===== src/hdl/bep_pkg.sv =====
// Package: shared constants, types and the rate lookup for the beacon element parser.
`default_nettype none
package bep_pkg;

    localparam int HEADER_BYTES = 12;
    localparam int MAX_SSID_DEF = 32;
    localparam int BANK_W       = 2;

    localparam logic [3:0] CAPS_LO_POS = 4'd10;
    localparam logic [3:0] CAPS_HI_POS = 4'd11;

    localparam logic [7:0] ID_SSID      = 8'd0;
    localparam logic [7:0] ID_RATES     = 8'd1;
    localparam logic [7:0] ID_DS        = 8'd3;
    localparam logic [7:0] ID_RSN       = 8'd48;
    localparam logic [7:0] ID_EXT_RATES = 8'd50;
    localparam logic [7:0] ID_VENDOR    = 8'd221;

    localparam logic [23:0] OUI_IEEE    = 24'h000FAC;
    localparam logic [23:0] OUI_WPA     = 24'h0050F2;
    localparam logic [31:0] WPA_TAG     = 32'h0050F201;
    localparam logic [15:0] RSN_VERSION = 16'h0100;
    localparam logic [7:0]  CIPHER_TKIP = 8'd2;
    localparam logic [7:0]  CIPHER_AES  = 8'd4;

    localparam logic [15:0] UNKNOWN_RATE = 16'h8000;
    localparam logic [7:0]  AUTH_OPEN    = 8'h01;
    localparam logic [7:0]  AUTH_WEP     = 8'h0E;
    localparam logic [7:0]  AUTH_WPA_TKIP  = 8'h10;
    localparam logic [7:0]  AUTH_WPA_AES   = 8'h20;
    localparam logic [7:0]  AUTH_WPA2_TKIP = 8'h40;
    localparam logic [7:0]  AUTH_WPA2_AES  = 8'h80;
    localparam int          PRIVACY_BIT  = 4;

    typedef enum logic [1:0] {
        PH_HEADER,
        PH_ID,
        PH_LEN,
        PH_BODY
    } phase_t;

    typedef enum logic [1:0] {
        EM_IDLE,
        EM_READ,
        EM_SSID,
        EM_SUM
    } emit_state_t;

    typedef struct packed {
        logic        header_ok;
        logic [15:0] capabilities;
        logic [5:0]  ssid_length;
        logic [7:0]  channel_number;
        logic [15:0] all_rates;
        logic [15:0] basic_rates;
        logic [7:0]  auth_bits;
    } summary_t;

    localparam logic [7:0] RATE_TABLE [12] = '{
        8'd2, 8'd4, 8'd11, 8'd12, 8'd18, 8'd22,
        8'd24, 8'd36, 8'd48, 8'd72, 8'd96, 8'd108
    };

    function automatic logic [15:0] rate_bit(input logic [6:0] rate);
        logic [15:0] bits;
        bits = 16'd0;
        for (int k = 0; k < 12; k++) begin
            if (RATE_TABLE[k] == {1'b0, rate}) begin
                bits[k] = 1'b1;
            end
        end
        if (bits == 16'd0) begin
            bits = UNKNOWN_RATE;
        end
        return bits;
    endfunction

endpackage
`default_nettype wire


===== src/hdl/bep_ssid_mem.sv =====
// SSID byte store: three banks, one write port, one registered read port.
`default_nettype none
module bep_ssid_mem #(
    parameter int AW = 5
) (
    input  wire logic                          aclk,
    input  wire logic                          wr_en,
    input  wire logic [bep_pkg::BANK_W+AW-1:0] wr_addr,
    input  wire logic [7:0]                    wr_data,
    input  wire logic [bep_pkg::BANK_W+AW-1:0] rd_addr,
    output logic      [7:0]                    rd_data
);
    import bep_pkg::*;

    localparam int DEPTH = 3 << AW;

    logic [7:0] mem [DEPTH];
    logic [7:0] rd_data_reg;

    always_ff @(posedge aclk) begin
        if (wr_en) begin
            mem[wr_addr] <= wr_data;
        end
        rd_data_reg <= mem[rd_addr];
    end

    assign rd_data = rd_data_reg;

endmodule
`default_nettype wire


===== src/hdl/bep_parser.sv =====
// Byte parser: fixed header, element decode, SSID staging and per-frame summary.
`default_nettype none
module bep_parser #(
    parameter int MAX_SSID = bep_pkg::MAX_SSID_DEF,
    parameter int AW       = 5,
    parameter int CNT_W    = 6
) (
    input  wire logic                          aclk,
    input  wire logic                          aresetn,
    input  wire logic                          s_valid,
    output logic                               s_ready,
    input  wire logic [7:0]                    s_data_byte,
    input  wire logic                          s_frame_end,
    input  wire logic                          emit_idle,
    output logic                               wr_en,
    output logic      [bep_pkg::BANK_W+AW-1:0] wr_addr,
    output logic      [7:0]                    wr_data,
    output logic                               done,
    output logic      [CNT_W-1:0]              done_count,
    output logic      [bep_pkg::BANK_W-1:0]    done_bank,
    output bep_pkg::summary_t                  done_sum
);
    import bep_pkg::*;

    phase_t              phase_reg, phase_next;
    logic [3:0]          hc_reg, hc_next;
    logic [15:0]         caps_reg, caps_next;
    logic [7:0]          id_reg, id_next;
    logic [7:0]          len_reg, len_next;
    logic [7:0]          off_reg, off_next;
    logic [CNT_W-1:0]    cnt_reg, cnt_next;
    logic [7:0]          chan_reg, chan_next;
    logic [15:0]         pall_reg, pall_next;
    logic [15:0]         pbas_reg, pbas_next;
    logic [15:0]         aall_reg, aall_next;
    logic [15:0]         abas_reg, abas_next;
    logic [15:0]         scnt_reg, scnt_next;
    logic [31:0]         sb_reg, sb_next;
    logic [7:0]          pauth_reg, pauth_next;
    logic [7:0]          auth_reg, auth_next;
    logic                sec_reg, sec_next;
    logic                ver_reg, ver_next;
    logic                wpa_reg, wpa_next;
    logic [BANK_W-1:0]   ebank_reg, ebank_next;
    logic [BANK_W-1:0]   cbank_reg, cbank_next;
    logic [BANK_W-1:0]   sbank_reg, sbank_next;

    logic accept;

    assign s_ready = emit_idle || !s_frame_end;
    assign accept  = s_valid && s_ready;

    always_comb begin
        logic [31:0] sb_n;
        logic [15:0] rbit;
        logic        suite_en;
        logic        wpa2;
        logic [7:0]  soff;
        logic [5:0]  sidx;
        logic [7:0]  flen;
        logic        fin_en;
        logic [18:0] need;
        logic [BANK_W-1:0] tmp_bank;

        phase_next = phase_reg;
        hc_next    = hc_reg;
        caps_next  = caps_reg;
        id_next    = id_reg;
        len_next   = len_reg;
        off_next   = off_reg;
        cnt_next   = cnt_reg;
        chan_next  = chan_reg;
        pall_next  = pall_reg;
        pbas_next  = pbas_reg;
        aall_next  = aall_reg;
        abas_next  = abas_reg;
        scnt_next  = scnt_reg;
        sb_next    = sb_reg;
        pauth_next = pauth_reg;
        auth_next  = auth_reg;
        sec_next   = sec_reg;
        ver_next   = ver_reg;
        wpa_next   = wpa_reg;
        ebank_next = ebank_reg;
        cbank_next = cbank_reg;
        sbank_next = sbank_reg;

        wr_en      = 1'b0;
        wr_addr    = {sbank_reg, off_reg[AW-1:0]};
        wr_data    = s_data_byte;
        done       = 1'b0;
        done_count = '0;
        done_bank  = '0;
        done_sum   = '0;

        sb_n     = {sb_reg[23:0], s_data_byte};
        rbit     = rate_bit(s_data_byte[6:0]);
        wpa2     = (id_reg == ID_RSN);
        suite_en = 1'b0;
        soff     = off_reg;
        sidx     = 6'd0;
        flen     = len_reg;
        fin_en   = 1'b0;
        need     = 19'd0;
        tmp_bank = '0;

        if (accept) begin
            unique case (phase_reg)
                PH_HEADER: begin
                    if (hc_reg == CAPS_LO_POS) begin
                        caps_next[7:0] = s_data_byte;
                    end else if (hc_reg == CAPS_HI_POS) begin
                        caps_next[15:8] = s_data_byte;
                    end
                    hc_next = hc_reg + 4'd1;
                    if (32'(hc_next) >= HEADER_BYTES) begin
                        phase_next = PH_ID;
                    end
                end
                PH_ID: begin
                    id_next    = s_data_byte;
                    phase_next = PH_LEN;
                end
                PH_LEN: begin
                    len_next   = s_data_byte;
                    pall_next  = 16'd0;
                    pbas_next  = 16'd0;
                    pauth_next = 8'd0;
                    scnt_next  = 16'd0;
                    sb_next    = 32'd0;
                    ver_next   = 1'b0;
                    wpa_next   = 1'b0;
                    off_next   = 8'd0;
                    if (s_data_byte == 8'd0) begin
                        phase_next = PH_ID;
                        if (id_reg == ID_SSID) begin
                            cnt_next = '0;
                        end else if (id_reg == ID_RSN) begin
                            sec_next = 1'b1;
                        end
                    end else begin
                        phase_next = PH_BODY;
                    end
                end
                PH_BODY: begin
                    unique case (id_reg)
                        ID_SSID: begin
                            if (32'(off_reg) < MAX_SSID) begin
                                wr_en = 1'b1;
                            end
                        end
                        ID_RATES, ID_EXT_RATES: begin
                            pall_next = pall_reg | rbit;
                            if (s_data_byte[7]) begin
                                pbas_next = pbas_reg | rbit;
                            end
                        end
                        ID_DS: begin
                            if (off_reg == 8'd0) begin
                                sb_next = {24'd0, s_data_byte};
                            end
                        end
                        ID_RSN: begin
                            suite_en = 1'b1;
                        end
                        ID_VENDOR: begin
                            if (off_reg < 8'd4) begin
                                sb_next = sb_n;
                                if (off_reg == 8'd3) begin
                                    wpa_next = (sb_n == WPA_TAG);
                                    sb_next  = 32'd0;
                                end
                            end else if (wpa_reg) begin
                                suite_en = 1'b1;
                                soff     = off_reg - 8'd4;
                            end
                        end
                        default: begin
                        end
                    endcase

                    if (suite_en) begin
                        sb_next = sb_n;
                        if (soff == 8'd1) begin
                            ver_next = (sb_n[15:0] == RSN_VERSION);
                        end else if (soff == 8'd7) begin
                            scnt_next = {sb_n[7:0], sb_n[15:8]};
                        end else if (soff >= 8'd8 && soff[1:0] == 2'd3) begin
                            sidx = 6'((soff - 8'd8) >> 2);
                            if (16'(sidx) < scnt_reg &&
                                sb_n[31:8] == (wpa2 ? OUI_IEEE : OUI_WPA)) begin
                                if (s_data_byte == CIPHER_TKIP) begin
                                    pauth_next = pauth_reg |
                                        (wpa2 ? AUTH_WPA2_TKIP : AUTH_WPA_TKIP);
                                end else if (s_data_byte == CIPHER_AES) begin
                                    pauth_next = pauth_reg |
                                        (wpa2 ? AUTH_WPA2_AES : AUTH_WPA_AES);
                                end
                            end
                        end
                    end

                    off_next = off_reg + 8'd1;
                    if (off_next == len_reg) begin
                        phase_next = PH_ID;
                        unique case (id_reg)
                            ID_SSID: begin
                                if (32'(len_reg) <= MAX_SSID) begin
                                    cnt_next   = CNT_W'(len_reg);
                                    cbank_next = sbank_reg;
                                    sbank_next = cbank_reg;
                                end
                            end
                            ID_RATES, ID_EXT_RATES: begin
                                aall_next = aall_reg | pall_next;
                                abas_next = abas_reg | pbas_next;
                            end
                            ID_DS: begin
                                chan_next = sb_next[7:0];
                            end
                            ID_RSN: begin
                                fin_en = 1'b1;
                            end
                            ID_VENDOR: begin
                                if (len_reg >= 8'd4 && wpa_next) begin
                                    fin_en = 1'b1;
                                    flen   = len_reg - 8'd4;
                                end
                            end
                            default: begin
                            end
                        endcase
                        if (fin_en) begin
                            sec_next = 1'b1;
                            need     = (19'(scnt_next) << 2) + 19'd8;
                            if (flen >= 8'd8 && ver_next && need <= 19'(flen)) begin
                                auth_next = auth_reg | pauth_next;
                            end
                        end
                    end
                end
                default: begin
                end
            endcase

            if (s_frame_end) begin
                done      = 1'b1;
                done_bank = cbank_next;
                if (phase_next != PH_HEADER) begin
                    done_count            = cnt_next;
                    done_sum.header_ok    = 1'b1;
                    done_sum.capabilities = caps_next;
                    done_sum.ssid_length  = 6'(cnt_next);
                    done_sum.channel_number = chan_next;
                    done_sum.all_rates    = aall_next;
                    done_sum.basic_rates  = abas_next;
                    if (sec_next) begin
                        done_sum.auth_bits = auth_next;
                    end else if (caps_next[PRIVACY_BIT]) begin
                        done_sum.auth_bits = AUTH_WEP;
                    end else begin
                        done_sum.auth_bits = AUTH_OPEN;
                    end
                end
                tmp_bank   = cbank_next;
                cbank_next = ebank_reg;
                ebank_next = tmp_bank;
                phase_next = PH_HEADER;
                hc_next    = 4'd0;
                caps_next  = 16'd0;
                id_next    = 8'd0;
                len_next   = 8'd0;
                off_next   = 8'd0;
                cnt_next   = '0;
                chan_next  = 8'd0;
                pall_next  = 16'd0;
                pbas_next  = 16'd0;
                aall_next  = 16'd0;
                abas_next  = 16'd0;
                scnt_next  = 16'd0;
                sb_next    = 32'd0;
                pauth_next = 8'd0;
                auth_next  = 8'd0;
                sec_next   = 1'b0;
                ver_next   = 1'b0;
                wpa_next   = 1'b0;
            end
        end
    end

    always_ff @(posedge aclk) begin
        if (!aresetn) begin
            phase_reg <= PH_HEADER;
            hc_reg    <= 4'd0;
            caps_reg  <= 16'd0;
            id_reg    <= 8'd0;
            len_reg   <= 8'd0;
            off_reg   <= 8'd0;
            cnt_reg   <= '0;
            chan_reg  <= 8'd0;
            pall_reg  <= 16'd0;
            pbas_reg  <= 16'd0;
            aall_reg  <= 16'd0;
            abas_reg  <= 16'd0;
            scnt_reg  <= 16'd0;
            sb_reg    <= 32'd0;
            pauth_reg <= 8'd0;
            auth_reg  <= 8'd0;
            sec_reg   <= 1'b0;
            ver_reg   <= 1'b0;
            wpa_reg   <= 1'b0;
            ebank_reg <= BANK_W'(0);
            cbank_reg <= BANK_W'(1);
            sbank_reg <= BANK_W'(2);
        end else begin
            phase_reg <= phase_next;
            hc_reg    <= hc_next;
            caps_reg  <= caps_next;
            id_reg    <= id_next;
            len_reg   <= len_next;
            off_reg   <= off_next;
            cnt_reg   <= cnt_next;
            chan_reg  <= chan_next;
            pall_reg  <= pall_next;
            pbas_reg  <= pbas_next;
            aall_reg  <= aall_next;
            abas_reg  <= abas_next;
            scnt_reg  <= scnt_next;
            sb_reg    <= sb_next;
            pauth_reg <= pauth_next;
            auth_reg  <= auth_next;
            sec_reg   <= sec_next;
            ver_reg   <= ver_next;
            wpa_reg   <= wpa_next;
            ebank_reg <= ebank_next;
            cbank_reg <= cbank_next;
            sbank_reg <= sbank_next;
        end
    end

endmodule
`default_nettype wire


===== src/hdl/bep_emitter.sv =====
// Result sequencer: SSID bytes from the frozen bank, then the summary item.
`default_nettype none
module bep_emitter #(
    parameter int AW    = 5,
    parameter int CNT_W = 6
) (
    input  wire logic                          aclk,
    input  wire logic                          aresetn,
    input  wire logic                          start,
    input  wire logic [CNT_W-1:0]              start_count,
    input  wire logic [bep_pkg::BANK_W-1:0]    start_bank,
    input  wire bep_pkg::summary_t             start_sum,
    output logic                               idle,
    output logic      [bep_pkg::BANK_W+AW-1:0] rd_addr,
    input  wire logic [7:0]                    rd_data,
    output logic                               m_valid,
    input  wire logic                          m_ready,
    output logic      [7:0]                    m_ssid_char,
    output logic      [4:0]                    m_ssid_pos,
    output logic                               m_run_last,
    output logic                               m_header_ok,
    output logic      [15:0]                   m_capabilities,
    output logic      [5:0]                    m_ssid_length,
    output logic      [7:0]                    m_channel_number,
    output logic      [15:0]                   m_all_rates,
    output logic      [15:0]                   m_basic_rates,
    output logic      [7:0]                    m_auth_bits
);
    import bep_pkg::*;

    emit_state_t        state_reg, state_next;
    logic [CNT_W-1:0]   idx_reg, idx_next;
    logic [CNT_W-1:0]   count_reg, count_next;
    logic [BANK_W-1:0]  bank_reg, bank_next;
    summary_t           sum_reg, sum_next;
    summary_t           sum_out;

    assign rd_addr = {bank_reg, idx_reg[AW-1:0]};

    always_comb begin
        state_next = state_reg;
        idx_next   = idx_reg;
        count_next = count_reg;
        bank_next  = bank_reg;
        sum_next   = sum_reg;
        idle       = 1'b0;
        m_valid    = 1'b0;
        m_ssid_char = 8'd0;
        m_ssid_pos  = 5'd0;
        m_run_last  = 1'b0;
        sum_out     = '0;
        unique case (state_reg)
            EM_IDLE: begin
                idle = 1'b1;
                if (start) begin
                    idx_next   = '0;
                    count_next = start_count;
                    bank_next  = start_bank;
                    sum_next   = start_sum;
                    state_next = (start_count == '0) ? EM_SUM : EM_READ;
                end
            end
            EM_READ: begin
                state_next = EM_SSID;
            end
            EM_SSID: begin
                m_valid     = 1'b1;
                m_ssid_char = rd_data;
                m_ssid_pos  = 5'(idx_reg);
                if (m_ready) begin
                    idx_next   = idx_reg + 1'b1;
                    state_next = (idx_next == count_reg) ? EM_SUM : EM_READ;
                end
            end
            EM_SUM: begin
                m_valid    = 1'b1;
                m_run_last = 1'b1;
                sum_out    = sum_reg;
                if (m_ready) begin
                    state_next = EM_IDLE;
                end
            end
            default: begin
                state_next = EM_IDLE;
            end
        endcase
    end

    assign m_header_ok      = sum_out.header_ok;
    assign m_capabilities   = sum_out.capabilities;
    assign m_ssid_length    = sum_out.ssid_length;
    assign m_channel_number = sum_out.channel_number;
    assign m_all_rates      = sum_out.all_rates;
    assign m_basic_rates    = sum_out.basic_rates;
    assign m_auth_bits      = sum_out.auth_bits;

    always_ff @(posedge aclk) begin
        if (!aresetn) begin
            state_reg <= EM_IDLE;
            idx_reg   <= '0;
        end else begin
            state_reg <= state_next;
            idx_reg   <= idx_next;
        end
        count_reg <= count_next;
        bank_reg  <= bank_next;
        sum_reg   <= sum_next;
    end

endmodule
`default_nettype wire


===== src/hdl/beacon_element_parser_top.sv =====
// Top level of the beacon element parser.
//
//  channel | ports                      | direction | carries
//  --------+----------------------------+-----------+------------------------------
//  s_      | s_valid/s_ready + 2 fields | in        | one beacon body byte per item
//  m_      | m_valid/m_ready + 10 fields| out       | SSID byte items, then summary
//
//  One input byte is taken per cycle while s_ready is high; the parser updates its state in a single pass.
//  A frame end starts ssid_length SSID items, each fetched by the registered
//  read of the SSID store, followed by one summary item.
//  The next frame is parsed while results drain; a second frame end is held off
//  until the previous run has been delivered.
//  Synchronous active-low reset clears the parser state and the emitter state and index; no clearing pass.
`default_nettype none
module beacon_element_parser_top #(
    parameter int MAX_SSID = bep_pkg::MAX_SSID_DEF
) (
    input  wire logic        aclk,
    input  wire logic        aresetn,
    input  wire logic        s_valid,
    output logic             s_ready,
    input  wire logic [7:0]  s_data_byte,
    input  wire logic        s_frame_end,
    output logic             m_valid,
    input  wire logic        m_ready,
    output logic      [7:0]  m_ssid_char,
    output logic      [4:0]  m_ssid_pos,
    output logic             m_run_last,
    output logic             m_header_ok,
    output logic      [15:0] m_capabilities,
    output logic      [5:0]  m_ssid_length,
    output logic      [7:0]  m_channel_number,
    output logic      [15:0] m_all_rates,
    output logic      [15:0] m_basic_rates,
    output logic      [7:0]  m_auth_bits
);
    import bep_pkg::*;

    localparam int AW    = (MAX_SSID > 1) ? $clog2(MAX_SSID) : 1;
    localparam int CNT_W = $clog2(MAX_SSID + 1);

    logic                 emit_idle;
    logic                 wr_en;
    logic [BANK_W+AW-1:0] wr_addr;
    logic [7:0]           wr_data;
    logic [BANK_W+AW-1:0] rd_addr;
    logic [7:0]           rd_data;
    logic                 done;
    logic [CNT_W-1:0]     done_count;
    logic [BANK_W-1:0]    done_bank;
    summary_t             done_sum;

    bep_parser #(
        .MAX_SSID (MAX_SSID),
        .AW       (AW),
        .CNT_W    (CNT_W)
    ) u_parser (
        .aclk        (aclk),
        .aresetn     (aresetn),
        .s_valid     (s_valid),
        .s_ready     (s_ready),
        .s_data_byte (s_data_byte),
        .s_frame_end (s_frame_end),
        .emit_idle   (emit_idle),
        .wr_en       (wr_en),
        .wr_addr     (wr_addr),
        .wr_data     (wr_data),
        .done        (done),
        .done_count  (done_count),
        .done_bank   (done_bank),
        .done_sum    (done_sum)
    );

    bep_ssid_mem #(
        .AW (AW)
    ) u_mem (
        .aclk    (aclk),
        .wr_en   (wr_en),
        .wr_addr (wr_addr),
        .wr_data (wr_data),
        .rd_addr (rd_addr),
        .rd_data (rd_data)
    );

    bep_emitter #(
        .AW    (AW),
        .CNT_W (CNT_W)
    ) u_emitter (
        .aclk             (aclk),
        .aresetn          (aresetn),
        .start            (done),
        .start_count      (done_count),
        .start_bank       (done_bank),
        .start_sum        (done_sum),
        .idle             (emit_idle),
        .rd_addr          (rd_addr),
        .rd_data          (rd_data),
        .m_valid          (m_valid),
        .m_ready          (m_ready),
        .m_ssid_char      (m_ssid_char),
        .m_ssid_pos       (m_ssid_pos),
        .m_run_last       (m_run_last),
        .m_header_ok      (m_header_ok),
        .m_capabilities   (m_capabilities),
        .m_ssid_length    (m_ssid_length),
        .m_channel_number (m_channel_number),
        .m_all_rates      (m_all_rates),
        .m_basic_rates    (m_basic_rates),
        .m_auth_bits      (m_auth_bits)
    );

endmodule
`default_nettype wire


===== config.mk =====
export PLATFORM = sky130hd
export DESIGN_NAME = beacon_element_parser_top
export DESIGN_NICKNAME = d
export VERILOG_FILES = /design/src/hdl/bep_pkg.sv /design/src/hdl/bep_ssid_mem.sv /design/src/hdl/bep_parser.sv /design/src/hdl/bep_emitter.sv /design/src/hdl/beacon_element_parser_top.sv
export SDC_FILE = /design/constraint.sdc
export NUM_CORES = 1
export LEC_CHECK = 0
export ABC_AREA = 1
export ABC_CLOCK_PERIOD_IN_PS = 5100
export BUFFER_PORTS_ARGS = -buffer_cell sky130_fd_sc_hd__buf_2
export CAP_MARGIN = 25
export CORE_MARGIN = 5
export CORE_UTILIZATION = 45
export DETAILED_ROUTE_END_ITERATION = 6
export PLACE_DENSITY_LB_ADDON = 0.25
export RECOVER_POWER = 25
export SYNTH_ARGS = -nofsm -noshare
export SYNTH_HDL_FRONTEND = slang
export SYNTH_SLANG_ARGS = --single-unit

===== constraint.sdc =====
create_clock -name aclk -period 5.1 [get_ports aclk]
set_input_delay 1.53 -clock aclk [delete_from_list [all_inputs] [get_ports aclk]]
set_output_delay 1.53 -clock aclk [all_outputs]
set_load 0.005 [all_outputs]

==> results.json, run 1 <==
{
  "io_buffers": 99,
  "grt_usage_pct": 23.4,
  "start_kind": "input port",
  "status": "finished, violations left",
  "htreeDepth": 3,
  "synthTopCellsByArea": "edfxtp_1, dfxtp_1, nor2_1",
  "area_growth_pct": 12.9,
  "clockRootBuffer": "clkbuf_16",
  "slowest_delay_ps": 1690,
  "dieArea_um2": 105000,
  "cp.required_ps": 5640,
  "die_w_um": 324,
  "synth_common_cells": "edfxtp_1, nor2_1, o21ai_0",
  "overflow": 0,
  "io_pins": 100,
  "cpMaxStageDelayCell": "clkbuf_2",
  "yosys.cell_types.count": 61,
  "fin_worst_hold_slack_ps": 430,
  "firstDrtPassIters": 6,
  "timing.critical_path.buf_inv": 2,
  "violations": "capacitance limit, slew limit",
  "vias_per_cell": 5.70,
  "slew_viol_final": 299,
  "drt-total-wl_um": 126000,
  "initial_core_util_pct": 45.2,
  "postCtsSetupRepairBufs": 0,
  "synth_nets": 4216,
  "wl_per_cell_um": 22.2,
  "ys_ff_latch": 1042,
  "synth.yosys.seq_area_share_pct": 66.2,
  "cp_common_cell": "nand4_1",
  "place_congestion": 0.918,
  "clock_sinks": 1042,
  "syn_avg_cell_area_um2": 10.6,
  "slew_headroom_pct": -72.7,
  "grt_pass1_wl_um": 187000,
  "hpwl_um": 77300,
  "synth_top_area_share_pct": 57.4,
  "min_path_type": "reg2reg",
  "synth_area_um2": 44300,
  "pwr_density_cell_nw_per_um2": 355,
  "dp_cells": 5450,
  "fin_cells": 5651,
  "cts_tree": "done",
  "antenna_found_initial": 1,
  "clock_latency_ps": 700,
  "die_h_um": 324,
  "ir_drop_mv": 0.286,
  "drive_gt1_share_pct": 10.8,
  "first_iter_violations": 3382,
  "grt_max_degree": 190,
  "critPathMaxFanout": 99,
  "finalCriticalPeriod_ps": 4680,
  "numCtsBuffers": 106,
  "crit_family": "buffers and inverters",
  "cp-end-kind": "register",
  "largest_reg_flops": 768,
  "cts_hold_buf": 0,
  "yosysTopAreaCell": "edfxtp_1",
  "fill_cells": 8760,
  "path_cells": "clkbuf_1 > clkbuf_2 > nand4_1 > nand2_1 > nand4_1 > nor2_2 > a21oi_1 > nor2_2 > nand4_1 > a21oi_1",
  "tightest_slew_ps": 2590,
  "ys.flop_type": "edfxtp_1",
  "synth_edf_count": 847,
  "seq_area_um2": 29400,
  "fp.coreArea_um2": 98100,
  "rsz0062_at_grt": "no",
  "tns_ps": 0,
  "multi_input_area_um2": 13000,
  "postCtsResizedCells": 0,
  "std_cell_rows": 115,
  "yosys.cell_count.top_type": "edfxtp_1",
  "hold_violations": 0,
  "maxCapViolCount": 7,
  "num-nets-final": 4310,
  "fin_skew_ps": 65.3,
  "leakagePower_nw": 17.4,
  "path_class": "in2reg",
  "fin_crit_sh_pct": 91.8,
  "async_reset_ff_share_pct": 0,
  "setup_viol": 0,
  "synthCells": 4179,
  "clock_path_buffers": 3,
  "vias": 32200,
  "first_global_vias": 29700,
  "fmax_mhz": 214,
  "path_clk_slew_ps": 60,
  "drc_errors": 0,
  "antenna_left": 0,
  "arrival_ps": 5220,
  "yosysWarnings": 0
}
[metrics by stage]
step | instance area [um^2] | utilization [%] | setup WS, ps | power, W
2_1_floorplan | 44300 | - | 348 | 0.00990
3_3_place_gp | 46700 | 47.6 | 53.6 | 0.0103
3_5_place_dp | 46700 | 47.6 | 17.3 | 0.0103
4_1_cts | 50100 | 51.1 | 651 | 0.0179
5_1_grt | 50100 | 51.0 | 118 | 0.0184
6_report | 50100 | 51.0 | 420 | 0.0178
[where the power goes]
part / switching (W) / internal [W]
clock network: 0.00331 / 0.00437
logic: 0.000660 / 0.000197
registers: 0.0000323 / 0.00923
total: 0.00400 / 0.0138
[worst reg2reg max path, delay by kind of cell (launching register included)]
kind | cells | cell delay [ps]
simple gates | 18 | 2260
fa+ha+maj | 3 | 800
compound gates | 3 | 670
flops | 1 | 420
buf+inv | 1 | 170
[cells by family (layout without fill, tap and decap cells)]
group / count (synthesis) / count (layout) / share of synthesized area, %
buffers and inverters: 539 / 721 / 4.65
adders and majority gates: 24 / 24 / 0.677
DFF: 1042 / 1042 / 66.2
AOI/OAI and AO/OA: 1022 / 1022 / 13.4
and+or+nand+nor: 1525 / 1525 / 14.6
muxes: 1 / 1 / 0.0226
xor gates and xnor gates: 26 / 26 / 0.514
other: 0 / 3 / 0
[area by class of cell]
cell class / instances / area share (%)
repair buffers: 242 / 3.29
well taps: 1287 / 3.22
multi-input cells: 2598 / 25.9
inverters: 283 / 2.15
flip-flops and latches: 1042 / 58.6
diodes: 3 / 0.0150
clock buffers: 137 / 5.71
clock inverters: 59 / 1.13
[path summary, 6_finish.rpt]
kind,to,cells after the start,slack (ps),startpoint
max,u_emitter.sum_reg[5],10,420,s_data_byte[2]
min,u_parser.auth_reg[1],2,430,u_parser.auth_reg[1]
max reg2reg,u_emitter.sum_reg[5],25,640,u_parser.off_reg[3]
min reg2reg,u_parser.auth_reg[1],2,430,u_parser.auth_reg[1]
[layout by cell type, fill, tap and decap left out, types with 16 or more instances in the layout]
| cell | instances |
|---|---|
| clkinv_2 | 22 |
| nor2_1 | 836 |
| ha_1 | 24 |
| nand4_1 | 40 |
| clkbuf_1 | 37 |
| nand2_2 | 16 |
| o21ai_0 | 528 |
| o221ai_1 | 136 |
| nand2_1 | 344 |
| clkbuf_16 | 107 |
| edfxtp_1 | 847 |
| o22ai_1 | 78 |
| nor3_1 | 34 |
| xor2_1 | 18 |
| dfxtp_1 | 191 |
| a21oi_1 | 192 |
| inv_1 | 264 |
| buf_4 | 124 |
| buf_2 | 91 |
| or2_2 | 18 |
| clkinv_1 | 23 |
| nand3_1 | 175 |
| a31oi_1 | 21 |
| o211ai_1 | 18 |
[per-layer routing]
metal	part of all wire (%)	GRT usage (%)	wire length (um)
met1	43	33.6	54200
met5	0	0	0
met2	45	36.6	57100
met4	3.2	7.35	4010
met3	8.3	4.32	10400
Power figures use the tool's default switching activity.
==> inputs of run 2 (changes only) <==
--- a/config.mk
+++ b/config.mk
@@ -5,8 +5,8 @@
 export SDC_FILE = /design/constraint.sdc
 export NUM_CORES = 1
 export LEC_CHECK = 0
-export ABC_AREA = 1
-export ABC_CLOCK_PERIOD_IN_PS = 5100
+export ABC_AREA = 0
+export ABC_CLOCK_PERIOD_IN_PS = 5900
 export BUFFER_PORTS_ARGS = -buffer_cell sky130_fd_sc_hd__buf_2
 export CAP_MARGIN = 25
 export CORE_MARGIN = 5
==> constraint.sdc (replaced) <==
create_clock -name aclk -period 5.9 [get_ports aclk]
set_input_delay 1.77 -clock aclk [delete_from_list [all_inputs] [get_ports aclk]]
set_output_delay 1.77 -clock aclk [all_outputs]
set_load 0.005 [all_outputs]
==> run 2 against run 1 <==
Setup slack worse by 130 ps; the run still ends with capacitance limit, slew limit left; flip-flop and latch count unchanged; count of clock-buffer cells in the layout decreased by 7; largest cell class unchanged; worst hold slack better by 5.6 ps; area after synthesis fell by 1.7%; sequential power shrank 14%; global-route usage decreased by 2.4 points; design area decreased by 2.3%; cell count decreased by 24%; first-iteration DRC count fell by 24%; total power down 14%.
==> results.json, run 2 <==
{
  "area_growth_pct": 12.2,
  "critPathLaunch": "s_data_byte[7]",
  "ys.flop_type": "edfxtp_1",
  "synthCells": 2833,
  "postCtsResizedCells": 0,
  "cts_tree": "done",
  "yosysTopAreaCell": "edfxtp_1",
  "firstDrtPassIters": 5,
  "rrSetupSlack_ps": 610,
  "yosys.cell_types.count": 70,
  "synthTopCellsByArea": "edfxtp_1, mux4_2, dfxtp_1",
  "htreeDepth": 3,
  "synth_area_um2": 43600,
  "crit_cells": 8,
  "yosysWarnings": 0,
  "hold_violations": 0,
  "largest_reg_flops": 768,
  "dp_cells": 4077,
  "tns_ps": 0,
  "overflow": 0,
  "io_pins": 100,
  "path_clk_slew_ps": 60,
  "synth_top_area_share_pct": 58.3,
  "clock_latency_ps": 710,
  "antenna_found_initial": 2,
  "dieArea_um2": 103000,
  "violations": "capacitance limit, slew limit",
  "reg2reg_to": "u_emitter.sum_reg[5]",
  "synth_nets": 2870,
  "std_cell_rows": 114,
  "fmax_mhz": 178,
  "num-nets-final": 2946,
  "min_path_type": "reg2reg",
  "numCtsBuffers": 104,
  "hold_path.startpoint": "u_parser.abas_reg[12]",
  "clock_path_buffers": 3,
  "ys_ff_latch": 1042,
  "tightest_slew_ps": 3430,
  "ir_drop_mv": 0.245,
  "antenna_cells": 0,
  "grt_max_degree": 115,
  "r2r-start": "u_parser.off_reg[3]",
  "clock_sinks": 1042,
  "crit_family": "buffers and inverters",
  "finalCriticalPeriod_ps": 5610,
  "vias_per_cell": 5.94,
  "cts_hold_buf": 0,
  "critPathMaxFanout": 49,
  "fp.coreArea_um2": 96400,
  "path_class": "in2reg",
  "path_cells": "clkbuf_1 > clkbuf_1 > or3_1 > o22ai_1 > a21oi_1 > nor2_1 > nand3_1 > o21ai_1",
  "fin_cells": 4276,
  "synth_edf_count": 847,
  "cpMaxStageDelayCell": "clkbuf_1",
  "slew_headroom_pct": -128,
  "fin_skew_ps": 72.5,
  "wl_per_cell_um": 25.7,
  "timing.critical_path.buf_inv": 2,
  "hpwl_um": 69400,
  "postCtsSetupRepairBufs": 0,
  "reg2regPathDepth": 19,
  "place_congestion": 0.875,
  "cp.required_ps": 6320,
  "syn_avg_cell_area_um2": 15.4,
  "vias": 25400,
  "die_w_um": 321,
  "status": "finished, violations left",
  "drive_gt1_share_pct": 19.3,
  "antenna_left": 0,
  "cp-end-kind": "register",
  "arrival_ps": 6030,
  "grt_pass1_wl_um": 164000,
  "setup_viol": 0,
  "io_buffers": 99,
  "slew_viol_final": 468,
  "maxCapViolCount": 8,
  "synth_common_cells": "edfxtp_1, mux4_2, nor2_1",
  "slowest_delay_ps": 2050,
  "final_cell_mix": "edfxtp_1, mux4_2, nor2_1",
  "yosys.cell_count.top_type": "edfxtp_1",
  "first_global_vias": 25400,
  "drt-total-wl_um": 110000,
  "first_iter_violations": 2558,
  "start_kind": "input port",
  "die_h_um": 321,
  "crit_end": "u_emitter.sum_reg[5]",
  "clockRootBuffer": "clkbuf_16",
  "leakagePower_nw": 15.6,
  "initial_core_util_pct": 45.2,
  "grt_usage_pct": 21.0,
  "async_reset_ff_share_pct": 0,
  "synth.yosys.seq_area_share_pct": 67.3,
  "cp_common_cell": "clkbuf_1",
  "fin_crit_sh_pct": 95.1,
  "drc_errors": 0,
  "pwr_density_cell_nw_per_um2": 311,
  "final_common_cell": "edfxtp_1",
  "rsz0062_at_grt": "no"
}
-- run 2: cell types whose count changed after synthesis, moves of 120 or more --
cell      before  now
mux4_2         0  248
o221ai_1     136    0
nand2_1      346  128
nor2b_1        0  120
inv_1        267   40
nand3_1      175   50
nor2_1       836  233
o21ai_0      528   70
-- run 2: cell type report --
cell class                      instances  area (um^2)
Tap cell                             1276         1600
Fill cell                            7927        47500
Multi-Input combinational cell       1555        13400
Timing Repair Buffer                  164         1030
Inverter                               42          159
Clock inverter                         67          673
Clock buffer                          130         2710
Sequential cell                      1042        29400
-- run 2: where the power goes --
| group | switching, W | total [W] | internal [W] | leakage, nW |
|---|---|---|---|---|
| sequential | 0.0000336 | 0.00801 | 0.00798 | 9.24 |
| combinational | 0.000435 | 0.000700 | 0.000264 | 4.75 |
| clock | 0.00283 | 0.00651 | 0.00368 | 1.66 |
-- run 2: worst min-delay path by stage --
stage,to,cells after the start
after detailed placement,u_parser.abas_reg[12],2
after global routing,u_parser.aall_reg[4],2
final,u_parser.abas_reg[12],2
after global placement,u_parser.aall_reg[14],2
after floorplan,u_parser.aall_reg[12],2
after CTS,u_parser.abas_reg[12],2
-- run 2: logic make-up (layout without fill, tap and decap cells) --
kind of cell / Yosys count / after routing / share of synthesized area [%]
xor+xnor: 34 / 34 / 0.683
simple gates: 816 / 816 / 9.73
mux: 287 / 287 / 13.8
fa+ha+maj: 24 / 24 / 0.689
compound gates: 394 / 394 / 5.76
buf+inv: 236 / 403 / 2.08
flops: 1042 / 1042 / 67.3
-- run 2: metrics by stage --
step / utilization [%] / instance area (um^2) / hold WS, ps / total power (W) / worst slack (ps)
after global routing: 50.7 / 48900 / 462 / 0.0157 / 132
after detailed placement: 47.3 / 45600 / 427 / 0.00888 / 662
after global placement: 47.2 / 45600 / 425 / 0.00887 / 690
final: 50.7 / 48900 / 436 / 0.0152 / 289
after floorplan: - / 43600 / 416 / 0.00856 / 4.60
after CTS: 50.8 / 49000 / 436 / 0.0153 / 728
-- run 2: routing by layer --
metal | global-route usage, % | routed length [um] | vias up
met4 | 6.00 | 2890 | 2
met1 | 28.3 | 45200 | 13200
met5 | 0 | 12 | -
met2 | 35.7 | 55600 | 836
met3 | 3.18 | 5990 | 169
li1 | - | - | 11200
-- run 2: worst min-delay path: cells and delay by family (launching register included) --
family / cells / cell delay [ps]
buf+inv: 1 / 60
flops: 1 / 300
simple gates: 1 / 40
